$ cat src/rtl/ffd_pkg.sv
// Shared types, character codes and helpers for the form field extractor.
// No dependencies; imported by every module of the block.
package ffd_pkg;

  // Character codes seen in a form body
  localparam logic [7:0] CH_PLUS    = 8'h2B;
  localparam logic [7:0] CH_PERCENT = 8'h25;
  localparam logic [7:0] CH_AMP     = 8'h26;
  localparam logic [7:0] CH_EQUALS  = 8'h3D;
  localparam logic [7:0] CH_SPACE   = 8'h20;

  // Widest key the match logic holds
  localparam int unsigned MAX_KEY_BYTES = 8;
  localparam int unsigned KEY_W         = 8 * MAX_KEY_BYTES;

  // Status codes of the final result
  localparam logic [1:0] ST_OK        = 2'd0;
  localparam logic [1:0] ST_NOT_FOUND = 2'd1;
  localparam logic [1:0] ST_TOO_LONG  = 2'd2;
  localparam logic [1:0] ST_OVERFLOW  = 2'd3;

  // Result kinds
  localparam logic KIND_BYTE   = 1'b0;
  localparam logic KIND_STATUS = 1'b1;

  // Configuration register indexes
  localparam logic [1:0] REG_KEY_TEXT    = 2'd0;
  localparam logic [1:0] REG_KEY_LENGTH  = 2'd1;
  localparam logic [1:0] REG_CAPACITY    = 2'd2;
  localparam logic [1:0] REG_VALUE_LIMIT = 2'd3;

  // Results one body byte can cause at most
  localparam int unsigned MAX_RESULTS = 4;

  typedef struct packed {
    logic [KEY_W-1:0] key_text;
    logic [3:0]       key_length;
    logic [6:0]       capacity;
    logic [7:0]       value_limit;
  } cfg_t;

  typedef struct packed {
    logic       kind;
    logic [7:0] data;
    logic [1:0] status;
  } item_t;

  // All results caused by one body byte
  typedef struct packed {
    item_t [MAX_RESULTS-1:0] items;
    logic  [2:0]             count;
  } bundle_t;

  function automatic logic is_hex(input logic [7:0] c);
    return ((c >= 8'h30) && (c <= 8'h39)) ||
           ((c >= 8'h61) && (c <= 8'h66)) ||
           ((c >= 8'h41) && (c <= 8'h46));
  endfunction

  function automatic logic [3:0] hex_val(input logic [7:0] c);
    logic [7:0] v;
    if ((c >= 8'h30) && (c <= 8'h39)) begin
      v = c - 8'h30;
    end else if ((c >= 8'h61) && (c <= 8'h66)) begin
      v = c - 8'h57;
    end else begin
      v = c - 8'h37;
    end
    return v[3:0];
  endfunction

endpackage

$ cat src/rtl/ffd_cfg.sv
// Configuration register file for the form field extractor.
// Depends on ffd_pkg for the register indexes and the cfg_t bundle.
module ffd_cfg
  import ffd_pkg::*;
(
  input  logic        clk,
  input  logic        rst_n,
  input  logic        cfg_valid,
  output logic        cfg_ready,
  input  logic [1:0]  cfg_index,
  input  logic [63:0] cfg_data,
  output cfg_t        cfg
);

  cfg_t cfg_r;

  assign cfg_ready = 1'b1;
  assign cfg      = cfg_r;

  // Take a register write on each transfer
  always_ff @(posedge clk) begin
    if (!rst_n) begin
      cfg_r.key_text    <= '0;
      cfg_r.key_length  <= 4'd4;
      cfg_r.capacity    <= 7'd32;
      cfg_r.value_limit <= 8'd160;
    end else if (cfg_valid && cfg_ready) begin
      unique case (cfg_index)
        REG_KEY_TEXT:    cfg_r.key_text    <= cfg_data[KEY_W-1:0];
        REG_KEY_LENGTH:  cfg_r.key_length  <= cfg_data[3:0];
        REG_CAPACITY:    cfg_r.capacity    <= cfg_data[6:0];
        REG_VALUE_LIMIT: cfg_r.value_limit <= cfg_data[7:0];
        default: ;
      endcase
    end
  end

endmodule

$ cat src/rtl/ffd_front.sv
// Front end: scans body bytes, matches the key and decodes the value,
// turning each accepted byte into a bundle of results. Depends on ffd_pkg.
module ffd_front
  import ffd_pkg::*;
(
  input  logic       clk,
  input  logic       rst_n,
  input  cfg_t       cfg,
  input  logic       in_valid,
  output logic       in_ready,
  input  logic [7:0] in_byte,
  input  logic       in_last,
  input  logic       q_space,
  output logic       q_push,
  output bundle_t    q_bundle
);

  localparam logic [1:0] MODE_MATCH = 2'd0;
  localparam logic [1:0] MODE_SKIP  = 2'd1;
  localparam logic [1:0] MODE_VALUE = 2'd2;
  localparam logic [1:0] MODE_DONE  = 2'd3;

  logic [1:0] mode_r, mode_nxt;
  logic [3:0] kpos_r, kpos_nxt;
  logic [1:0] pcnt_r, pcnt_nxt;
  logic [7:0] phex_r, phex_nxt;
  logic [7:0] rlen_r, rlen_nxt;
  logic [6:0] dcnt_r, dcnt_nxt;
  logic       ovf_r, ovf_nxt;
  bundle_t    bundle_c;
  logic       accept;

  assign in_ready = q_space;
  assign accept   = in_valid && in_ready;
  assign q_push   = accept && (bundle_c.count != 3'd0);
  assign q_bundle = bundle_c;

  // Work out the next scan state and the results of this byte
  always_comb begin : step_c
    logic [3:0] klen;
    logic [7:0] kc;
    logic [6:0] cap;
    logic [7:0] p [3];
    logic [1:0] np;
    logic       fin;
    logic       fin_use_ovf;
    logic [1:0] fin_code;
    logic       entered;
    logic       do_fresh;
    logic       do_flush;
    logic [2:0] ne;
    mode_nxt = mode_r;
    kpos_nxt = kpos_r;
    pcnt_nxt = pcnt_r;
    phex_nxt = phex_r;
    rlen_nxt = rlen_r;
    dcnt_nxt = dcnt_r;
    ovf_nxt  = ovf_r;
    klen     = (cfg.key_length > 4'(MAX_KEY_BYTES)) ? 4'(MAX_KEY_BYTES) : cfg.key_length;
    kc       = cfg.key_text[{kpos_r[2:0], 3'b000} +: 8];
    cap      = (cfg.capacity == 7'd0) ? 7'd0 : cfg.capacity - 7'd1;
    p[0]     = '0;
    p[1]     = '0;
    p[2]     = '0;
    np       = '0;
    fin      = 1'b0;
    fin_use_ovf = 1'b0;
    fin_code = ST_OK;
    entered  = 1'b0;
    do_fresh = 1'b0;
    do_flush = 1'b0;
    ne       = '0;
    bundle_c = '0;

    unique case (mode_r)
      MODE_MATCH: begin
        if (in_byte == CH_AMP) begin
          kpos_nxt = '0;
        end else if (kpos_r < klen) begin
          if (in_byte == kc) begin
            kpos_nxt = kpos_r + 4'd1;
          end else begin
            mode_nxt = MODE_SKIP;
          end
        end else if (in_byte == CH_EQUALS) begin
          entered  = 1'b1;
          mode_nxt = MODE_VALUE;
          pcnt_nxt = '0;
          phex_nxt = '0;
          rlen_nxt = '0;
          dcnt_nxt = '0;
          ovf_nxt  = 1'b0;
        end else begin
          mode_nxt = MODE_SKIP;
        end
        if (entered) begin
          if (cfg.value_limit == 8'd0) begin
            fin      = 1'b1;
            fin_code = ST_TOO_LONG;
          end else if (in_last) begin
            fin      = 1'b1;
            fin_code = ST_OK;
          end
        end else if (in_last) begin
          fin      = 1'b1;
          fin_code = ST_NOT_FOUND;
        end
      end
      MODE_SKIP: begin
        if (in_byte == CH_AMP) begin
          mode_nxt = MODE_MATCH;
          kpos_nxt = '0;
        end
        if (in_last) begin
          fin      = 1'b1;
          fin_code = ST_NOT_FOUND;
        end
      end
      MODE_VALUE: begin
        if (in_byte == CH_AMP) begin
          do_flush    = 1'b1;
          fin         = 1'b1;
          fin_use_ovf = 1'b1;
        end else begin
          if (rlen_r != 8'hFF) begin
            rlen_nxt = rlen_r + 8'd1;
          end
          if (rlen_nxt >= cfg.value_limit) begin
            fin      = 1'b1;
            fin_code = ST_TOO_LONG;
          end else begin
            // Advance the escape decoder
            unique case (pcnt_r)
              2'd1: begin
                if (is_hex(in_byte)) begin
                  phex_nxt = in_byte;
                  pcnt_nxt = 2'd2;
                end else begin
                  pcnt_nxt = 2'd0;
                  p[np] = CH_PERCENT;
                  np    = np + 2'd1;
                  do_fresh = 1'b1;
                end
              end
              2'd2: begin
                pcnt_nxt = 2'd0;
                if (is_hex(in_byte)) begin
                  p[np] = {hex_val(phex_r), hex_val(in_byte)};
                  np    = np + 2'd1;
                end else begin
                  p[np] = CH_PERCENT;
                  np    = np + 2'd1;
                  p[np] = phex_r;
                  np    = np + 2'd1;
                  do_fresh = 1'b1;
                end
              end
              default: do_fresh = 1'b1;
            endcase
            if (do_fresh) begin
              if (in_byte == CH_PERCENT) begin
                pcnt_nxt = 2'd1;
              end else if (in_byte == CH_PLUS) begin
                p[np] = CH_SPACE;
                np    = np + 2'd1;
              end else begin
                p[np] = in_byte;
                np    = np + 2'd1;
              end
            end
            if (in_last) begin
              do_flush    = 1'b1;
              fin         = 1'b1;
              fin_use_ovf = 1'b1;
            end
          end
        end
      end
      default: begin
        if (in_last) begin
          mode_nxt = MODE_MATCH;
          kpos_nxt = '0;
          pcnt_nxt = '0;
        end
      end
    endcase

    // Replay a held escape literally at the end of the value
    if (do_flush) begin
      if (pcnt_nxt != 2'd0) begin
        p[np] = CH_PERCENT;
        np    = np + 2'd1;
      end
      if (pcnt_nxt == 2'd2) begin
        p[np] = phex_nxt;
        np    = np + 2'd1;
      end
      pcnt_nxt = '0;
    end

    // Emit decoded bytes that fit, note those that do not
    for (int i = 0; i < 3; i++) begin
      if (2'(i) < np) begin
        if (dcnt_nxt < cap) begin
          bundle_c.items[ne[1:0]] = '{kind: KIND_BYTE, data: p[i], status: ST_OK};
          ne       = ne + 3'd1;
          dcnt_nxt = dcnt_nxt + 7'd1;
        end else begin
          ovf_nxt = 1'b1;
        end
      end
    end

    // Close the body with its status
    if (fin) begin
      if (fin_use_ovf) begin
        fin_code = ovf_nxt ? ST_OVERFLOW : ST_OK;
      end
      bundle_c.items[ne[1:0]] = '{kind: KIND_STATUS, data: 8'd0, status: fin_code};
      ne       = ne + 3'd1;
      pcnt_nxt = '0;
      kpos_nxt = '0;
      mode_nxt = in_last ? MODE_MATCH : MODE_DONE;
    end
    bundle_c.count = ne;
  end

  // Hold the scan state between accepted bytes
  always_ff @(posedge clk) begin
    if (!rst_n) begin
      mode_r <= MODE_MATCH;
      kpos_r <= '0;
      pcnt_r <= '0;
      phex_r <= '0;
      rlen_r <= '0;
      dcnt_r <= '0;
      ovf_r  <= 1'b0;
    end else if (accept) begin
      mode_r <= mode_nxt;
      kpos_r <= kpos_nxt;
      pcnt_r <= pcnt_nxt;
      phex_r <= phex_nxt;
      rlen_r <= rlen_nxt;
      dcnt_r <= dcnt_nxt;
      ovf_r  <= ovf_nxt;
    end
  end

endmodule

$ cat src/rtl/ffd_back.sv
// Back end: queues result bundles and sends their items one per cycle while
// out_ready is high, through a registered output stage. Depends on ffd_pkg.
module ffd_back
  import ffd_pkg::*;
#(
  parameter int unsigned QUEUE_DEPTH = 4
) (
  input  logic       clk,
  input  logic       rst_n,
  input  logic       q_push,
  input  bundle_t    q_bundle,
  output logic       q_space,
  output logic       out_valid,
  input  logic       out_ready,
  output item_t      out_item,
  output logic       out_run_last
);

  localparam int unsigned PTR_W = $clog2(QUEUE_DEPTH);
  localparam int unsigned CNT_W = $clog2(QUEUE_DEPTH + 1);

  bundle_t            queue_r [QUEUE_DEPTH];
  logic [PTR_W-1:0]   wr_ptr_r, rd_ptr_r;
  logic [CNT_W-1:0]   count_r;
  logic [1:0]         idx_r;
  logic               out_valid_r;
  item_t              out_item_r;
  logic               out_last_r;
  bundle_t            head;
  logic               load;
  logic               head_done;
  logic               pop;

  assign head      = queue_r[rd_ptr_r];
  assign q_space   = (count_r != CNT_W'(QUEUE_DEPTH));
  assign load      = (!out_valid_r || out_ready) && (count_r != '0);
  assign head_done = ({1'b0, idx_r} == head.count - 3'd1);
  assign pop       = load && head_done;

  assign out_valid    = out_valid_r;
  assign out_item     = out_item_r;
  assign out_run_last = out_last_r;

  // Write bundles into the queue
  always_ff @(posedge clk) begin
    if (q_push) begin
      queue_r[wr_ptr_r] <= q_bundle;
    end
  end

  // Advance pointers, occupancy and the item index
  always_ff @(posedge clk) begin
    if (!rst_n) begin
      wr_ptr_r <= '0;
      rd_ptr_r <= '0;
      count_r  <= '0;
      idx_r    <= '0;
    end else begin
      if (q_push) begin
        wr_ptr_r <= (wr_ptr_r == PTR_W'(QUEUE_DEPTH - 1)) ? '0 : wr_ptr_r + PTR_W'(1);
      end
      if (pop) begin
        rd_ptr_r <= (rd_ptr_r == PTR_W'(QUEUE_DEPTH - 1)) ? '0 : rd_ptr_r + PTR_W'(1);
      end
      if (q_push && !pop) begin
        count_r <= count_r + CNT_W'(1);
      end else if (pop && !q_push) begin
        count_r <= count_r - CNT_W'(1);
      end
      if (load) begin
        idx_r <= head_done ? 2'd0 : idx_r + 2'd1;
      end
    end
  end

  // Output register: load the next item or drop valid after a transfer
  always_ff @(posedge clk) begin
    if (!rst_n) begin
      out_valid_r <= 1'b0;
    end else if (load) begin
      out_valid_r <= 1'b1;
    end else if (out_ready) begin
      out_valid_r <= 1'b0;
    end
  end

  always_ff @(posedge clk) begin
    if (load) begin
      out_item_r <= head.items[idx_r];
      out_last_r <= head_done;
    end
  end

endmodule

$ cat src/rtl/form_field_extract_decode.sv
// Top level of the form field extractor and percent decoder.
// Depends on ffd_pkg, ffd_cfg, ffd_front and ffd_back.
//
// Usage:
//   in_*  : one body byte per transfer (tdata = body byte, tlast = final byte).
//   out_* : one result per transfer; tuser = kind (0 decoded byte, 1 status),
//           tdata[7:0] = decoded byte, tdata[9:8] = status, tlast = last
//           result caused by one body byte.
//   cfg_* : register writes (0 key text, 1 key length, 2 capacity,
//           3 value limit), accepted every cycle; write only while idle.
// Throughput: one body byte per cycle on input while the bundle queue has
// space; one result per cycle on output while out_tready is high. A byte
// causing n results is sent as n output transfers, so the sustained input
// rate is set by the single output register draining the bundle queue.
// Path: with the queue empty, the first result of a byte is written into the
// bundle queue, then loaded into the output register, and presented.
// Bytes causing no result leave no trace on the output.
// Reset: all scan state clears and registers take their reset values.
// Stall: when out_tready is low the output holds, the bundle queue
// (QUEUE_DEPTH bytes' worth) fills, then in_tready falls.
module form_field_extract_decode
  import ffd_pkg::*;
#(
  parameter int unsigned QUEUE_DEPTH = 4
) (
  input  logic        clk,
  input  logic        rst_n,
  input  logic        in_tvalid,
  output logic        in_tready,
  input  logic [7:0]  in_tdata,   // [7:0] body_byte
  input  logic        in_tlast,   // body_last
  output logic        out_tvalid,
  input  logic        out_tready,
  output logic [15:0] out_tdata,  // [7:0] out_byte, [9:8] status, rest zero
  output logic        out_tuser,  // kind
  output logic        out_tlast,  // run_last
  input  logic        cfg_valid,
  output logic        cfg_ready,
  input  logic [1:0]  cfg_index,
  input  logic [63:0] cfg_data
);

  cfg_t    cfg;
  bundle_t q_bundle;
  logic    q_push;
  logic    q_space;
  item_t   out_item;

  ffd_cfg u_cfg (
    .clk       (clk),
    .rst_n     (rst_n),
    .cfg_valid (cfg_valid),
    .cfg_ready (cfg_ready),
    .cfg_index (cfg_index),
    .cfg_data  (cfg_data),
    .cfg       (cfg)
  );

  ffd_front u_front (
    .clk      (clk),
    .rst_n    (rst_n),
    .cfg      (cfg),
    .in_valid (in_tvalid),
    .in_ready (in_tready),
    .in_byte  (in_tdata),
    .in_last  (in_tlast),
    .q_space  (q_space),
    .q_push   (q_push),
    .q_bundle (q_bundle)
  );

  ffd_back #(
    .QUEUE_DEPTH (QUEUE_DEPTH)
  ) u_back (
    .clk          (clk),
    .rst_n        (rst_n),
    .q_push       (q_push),
    .q_bundle     (q_bundle),
    .q_space      (q_space),
    .out_valid    (out_tvalid),
    .out_ready    (out_tready),
    .out_item     (out_item),
    .out_run_last (out_tlast)
  );

  assign out_tdata = {6'd0, out_item.status, out_item.data};
  assign out_tuser = out_item.kind;

endmodule
$ cat config.mk
export PLATFORM = sky130hd
export DESIGN_NAME = form_field_extract_decode
export DESIGN_NICKNAME = d
export VERILOG_FILES = /design/src/rtl/ffd_pkg.sv /design/src/rtl/ffd_cfg.sv /design/src/rtl/ffd_front.sv /design/src/rtl/ffd_back.sv /design/src/rtl/form_field_extract_decode.sv
export SDC_FILE = /design/constraint.sdc
export NUM_CORES = 1
export LEC_CHECK = 0
export BUFFER_PORTS_ARGS = -buffer_cell sky130_fd_sc_hd__buf_2
export CORE_ASPECT_RATIO = 1.1
export CORE_MARGIN = 4
export CORE_UTILIZATION = 55
export CTS_BUF_LIST = sky130_fd_sc_hd__clkbuf_4 sky130_fd_sc_hd__clkbuf_8 sky130_fd_sc_hd__clkbuf_16
export DETAILED_ROUTE_END_ITERATION = 7
export PLACE_DENSITY = 0.73
export SYNTH_ARGS = -nofsm -noshare
export SYNTH_HDL_FRONTEND = slang
export SYNTH_SLANG_ARGS = --single-unit
$ cat constraint.sdc
create_clock -name clk -period 32 [get_ports clk]
set_input_delay 3.2 -clock clk [delete_from_list [all_inputs] [get_ports clk]]
set_output_delay 3.2 -clock clk [all_outputs]
set_load 0.05 [all_outputs]
* After elaboration in Yosys (flattened, before gate mapping) *
Memory sizes are Yosys's and may differ from the RTL's. A register that Yosys moved wholly into a read port is not among the register bits.
Cells that the tools add are included.

storage, ports and cells
  bits in registers = 137
  memory bits (writable) = 188
  bits of input ports = 80
  output and inout bits = 21
  logic and storage cells = 335
  memories = 1

operators by class
  $add $sub $neg = 24
  $lt $le $gt $ge = 32
  equality and inequality tests = 28
  shifts and indexed selects = 1
  muxes and demuxes = 178
  bitwise gates (word level) = 9
  reduce and logical (&&, ||, !) cells = 42

memories
  name            depth  bits a word  read ports  clocked after Yosys merged registers in  wr ports  line            RTL
  u_back.queue_r  4      47           1           1                                        1         ffd_back.sv:22  bundle_t queue_r [QUEUE_DEPTH];

operator list
  kind                                                                   count
  24-bit 2-to-1 mux                                                      10
  44-bit 2-to-1 mux                                                      5
  8-bit 2-to-1 mux                                                       26
  44-bit bitwise mux                                                     3
  2-bit 2-to-1 mux                                                       44
  7-bit 2-to-1 mux                                                       11
  11-bit demux with 2-bit select                                         3
  64-bit by 7-bit indexed part select with 8-bit output                  1
  11-bit 2-to-1 mux                                                      5
  24-bit bitwise mux                                                     2
  8-bit demux with 2-bit select                                          3
  8-bit case mux with 2 select lines                                     3
  4-bit 2-to-1 mux                                                       11
  1-bit 2-to-1 mux                                                       34
  8-bit by 6-bit == test with 1-bit output, second input constant        4
  8-bit by 7-bit >= comparator with 1-bit output, second input constant  3
  8-bit by 7-bit <= comparator with 1-bit output, second input constant  3
  3-bit 2-to-1 mux                                                       8
  11-bit binary-select mux with 2-bit select                             1
  7-bit by 1-bit adder with 7-bit output, second input constant          3
  21-bit AND                                                             1
  7-bit < comparator                                                     3
  21-bit NOT                                                             1
  2-bit case mux with 3 select lines                                     3
  other kinds (53)                                                       123

* Logic depth before layout (Yosys ltp) *
  depth in word-level cells = 38
  mapped depth = 53
  depth with buffers taken out = 51

* Modules after synthesis *
Synthesis repeated with hierarchy kept, for this count alone.

unflattened totals
  cells, all modules = 1546
  area, all modules = 17860.9 um^2

modules (own cells, without submodules)
  module                     times used  cells an instance  area each (um^2)  seq. area each (um^2)
  ffd_back                   1           354                8195.4            6246.0
  ffd_front                  1           839                6299.8            640.6
  ffd_cfg                    1           346                3316.9            1661.6
  form_field_extract_decode  1           7                  48.8              0.0

* Worst setup path after synthesis *
Ideal clock, no wire load.

  path type = input to register
  start = input in_tdata[1]
  end = memory u_back.queue_r[0][0] (netlist name) (enable)
  setup time = 0.409 ns
  data arrival time = 13.113 ns
  required time = 31.591 ns
  slack = 18.477 ns
  stages = 45
  path buffers = 3
  cells stage by stage = clkbuf_1 > inv_1 > ha_1 > or4b_1 > o2111ai_2 > o311a_2 > nand2_1 > a21boi_0 > ha_1 > mux2i_1 > o2111ai_1 > inv_1 > ha_1 > o21ai_0 > ha_1 > or3_4 > buf_6 > a31oi_2 > [9 not listed] > nand2_2 > a21oi_1 > xnor2_1 > inv_1 > ha_1 > a21o_1 > a21o_1 > a21oi_1 > inv_1 > nor4_4 > buf_4 > mux2i_1 > ha_1 > nand2_1 > a21o_1 > nand2_2 > o21a_2 > and2_1

RTL lines
  what                line                             RTL
  start: declaration  form_field_extract_decode.sv:30  input logic [7:0] in_tdata,
  end: declaration    ffd_back.sv:22

==> flow_summary.json <==
{
  "pwr-share-clk_pct": 37.1,
  "crit_slowest_cell": "or4b_1",
  "synth_top_flop_cell": "edfxtp_1",
  "setup_viol": 0,
  "synth_most_common_cell": "nand2_1",
  "syn_area_per_cell_um2": 11.04,
  "period_minus_slack_ns": 13.65,
  "hold_buffers": 0,
  "worstHoldStart": "u_cfg.cfg[40]",
  "power_switching_uw": 312.2,
  "fin_cells": 2064,
  "antenna_left": 0,
  "cp.required_ns": 32.44,
  "via_count": 12363,
  "critical-path-max-stage-delay_ns": 0.51,
  "power_density_mw_per_mm2": 58.58,
  "coreArea_mm2": 0.03077,
  "finClkSkew_ns": 0.01593,
  "antenna_found_initial": 3,
  "firstDrtPassIters": 5,
  "io-pin-count": 101,
  "yosys_warnings": 0,
  "drc_errors": 0,
  "numCtsBuffers": 35,
  "clk_pin_slew_ns": 0.06,
  "synth_area_leaders": "edfxtp_1 (35%), dfxtp_1 (15%), mux4_2 (9.6%), nand2_1 (5.2%), ha_1 (5.2%)",
  "syn_area_mm2": 0.01729,
  "die_w_um": 177.0,
  "wirelength_um": 42940,
  "max_freq_mhz": 73.23,
  "p_leak_nw": 6.778,
  "cp-start-kind": "primary input",
  "reg2reg_from": "u_front.rlen_r[0]",
  "synth_edf_count": 200,
  "grt_max_degree": 100,
  "grt_overflow": 0,
  "critical_path_class": "primary input to flip-flop",
  "root_buffer": "clkbuf_16",
  "status": "completed",
  "clock-sinks": 327,
  "dieArea_mm2": 0.03434,
  "crit_fanout": 15,
  "dp.cells": 2001,
  "syn-instance-count": 1566,
  "seq_power_share_pct": 45.1,
  "clockBufferDepth": 3,
  "synth_top_area_share_pct": 34.74,
  "ctsHtreeMaxLevel": 2,
  "critPathCaptureType": "flip-flop",
  "worstMarginPinSlew_ns": 1.151,
  "cts_resized": 0,
  "gp_congestion": 0.9621,
  "antenna_cells": 0,
  "cts_tree": "built",
  "synth_cell_types": 101,
  "cap_violations": 0,
  "drive_gt1_share_pct": 19.21,
  "grt_pass1_wl_um": 67810,
  "area_growth_pct": 11.17,
  "worstPathArrival_ns": 14.10,
  "insertion_delay_ns": 0.52,
  "fin_util_pct": 62.48,
  "grt_pass1_vias": 12229,
  "p_int_uw": 813.8,
  "max_slew_margin_pct": 23.26,
  "crit_top_cell": "ha_1",
  "hold_ws_ns": 0.4539,
  "start_util_pct": 56.20,
  "portBuffers": 93,
  "num_rows": 67,
  "ys_ff_latch": 327,
  "min_path_type": "flip-flop to flip-flop",
  "hold_viol": 0,
  "ys_async_sr_fraction_pct": 0,
  "dp_hpwl_um": 29950,
  "rsz0062_at_grt": "no",
  "fill_cells": 2465,
  "num-nets-final": 1777,
  "wire_per_inst_um": 20.80,
  "grtUsageTotal_pct": 24.74,
  "cts_setup_buffers": 0,
  "fin_crit_sh_pct": 42.67,
  "tns_ns": 0,
  "sw_frac_of_total_pct": 27.73,
  "setup.worst_path.start": "in_tdata[1]",
  "combPwrFrac_pct": 17.8,
  "max-vdd-ir-drop_v": 0.00004700,
  "slew_violations": 0,
  "fin_total_pwr_mw": 1.126,
  "synth_top_area_cell": "edfxtp_1",
  "seq_area_frac_synth_pct": 49.44,
  "drt_iter0_markers": 909,
  "synth_commonest_cells": "nand2_1 (241), edfxtp_1 (200), a21oi_1 (133), dfxtp_1 (127), nor2_1 (123)",
  "via_per_inst": 5.990,
  "dieHeight_um": 194.0
}
-- stage by stage --
step	worst slack, ns	area, µm²
4_1_cts	18.40	19220
5_1_grt	17.52	19220
3_3_place_gp	18.13	18010
3_5_place_dp	17.93	18010
2_1_floorplan	18.48	17310
6_report	18.35	19220
-- layout make-up --
| class | instances | area [µm²] | area share [%] |
|---|---|---|---|
| clock buffer | 49 | 1006 | 5.234 |
| clock inverter | 14 | 202.7 | 1.055 |
| inverter | 62 | 234.0 | 1.217 |
| multi-input combinational | 1091 | 8137 | 42.33 |
| sequential | 327 | 8553 | 44.50 |
| tap | 414 | 518.0 | 2.695 |
| timing repair buffer | 107 | 570.5 | 2.968 |
-- routing by layer --
metal | GRT usage [%] | wire length, µm
met5 | 0 | 30
met4 | 9.716 | 1839
met2 | 41.64 | 21120
met1 | 32.08 | 17590
met3 | 4.056 | 2359
-- logic make-up after synthesis --
| kind of cell | count (synthesis) | synth area share, % |
|---|---|---|
| AO/OA/AOI/OAI | 323 | 12.74 |
| XOR/XNOR | 47 | 2.598 |
| adder cells (fa/ha/maj) | 73 | 5.326 |
| buffers and inverters | 153 | 3.684 |
| flip-flops | 327 | 49.44 |
| multiplexers | 111 | 11.85 |
| other | 2 | 0.04344 |
| AND/OR/NAND/NOR | 530 | 14.31 |
-- cells in the final DEF, fill, tap and decap left out, drive strengths merged, types with 16 or more instances in the layout --
cell and count:
a211oi 22, a21oi 135, and2 17, buf 107
clkbuf 49, dfxtp 127, edfxtp 200, ha 72
inv 64, mux2i 30, mux4 74, nand2 244
nand3 24, nor2 125, nor3 29, o21ai 40
o22ai 16, or3 16, xnor2 34
-- power groups by stage --
stage          Combinational, mW  Clock [mW]  Sequential (mW)
5_1_grt                    0.217       0.443            0.512
3_3_place_gp               0.198           0            0.516
2_1_floorplan              0.130           0            0.532
4_1_cts                    0.202       0.425            0.509
3_5_place_dp               0.201           0            0.517
6_report                   0.200       0.418            0.508
-- worst max-delay path: cells and delay by family --
| family | cells | cell delay [ns] |
|---|---|---|
| compound gates | 18 | 3.79 |
| xor+xnor | 3 | 0.64 |
| fa+ha+maj | 9 | 2.53 |
| buf+inv | 8 | 1.15 |
| mux | 2 | 0.48 |
| simple gates | 9 | 2.29 |
-- final timing paths --
path / end / slack, ns / cells past startpoint
min: u_cfg.cfg[40] / 0.45 / 2
max: u_back.count_r[2] / 18.35 / 49
min reg2reg: u_cfg.cfg[40] / 0.45 / 2
max reg2reg: u_back.count_r[2] / 20.02 / 51
-- sequential cells by signal (all words and copies together) (netlist names), 3 cells and up, named ones only --
name,count
u_back.count_r,3
u_back.out_item,11
u_back.queue_r,188
u_cfg.cfg,83
u_front.dcnt_r,7
u_front.kpos_r,4
u_front.phex_r,8
u_front.rlen_r,8
Note: power is estimated with default switching activity, not from simulation.
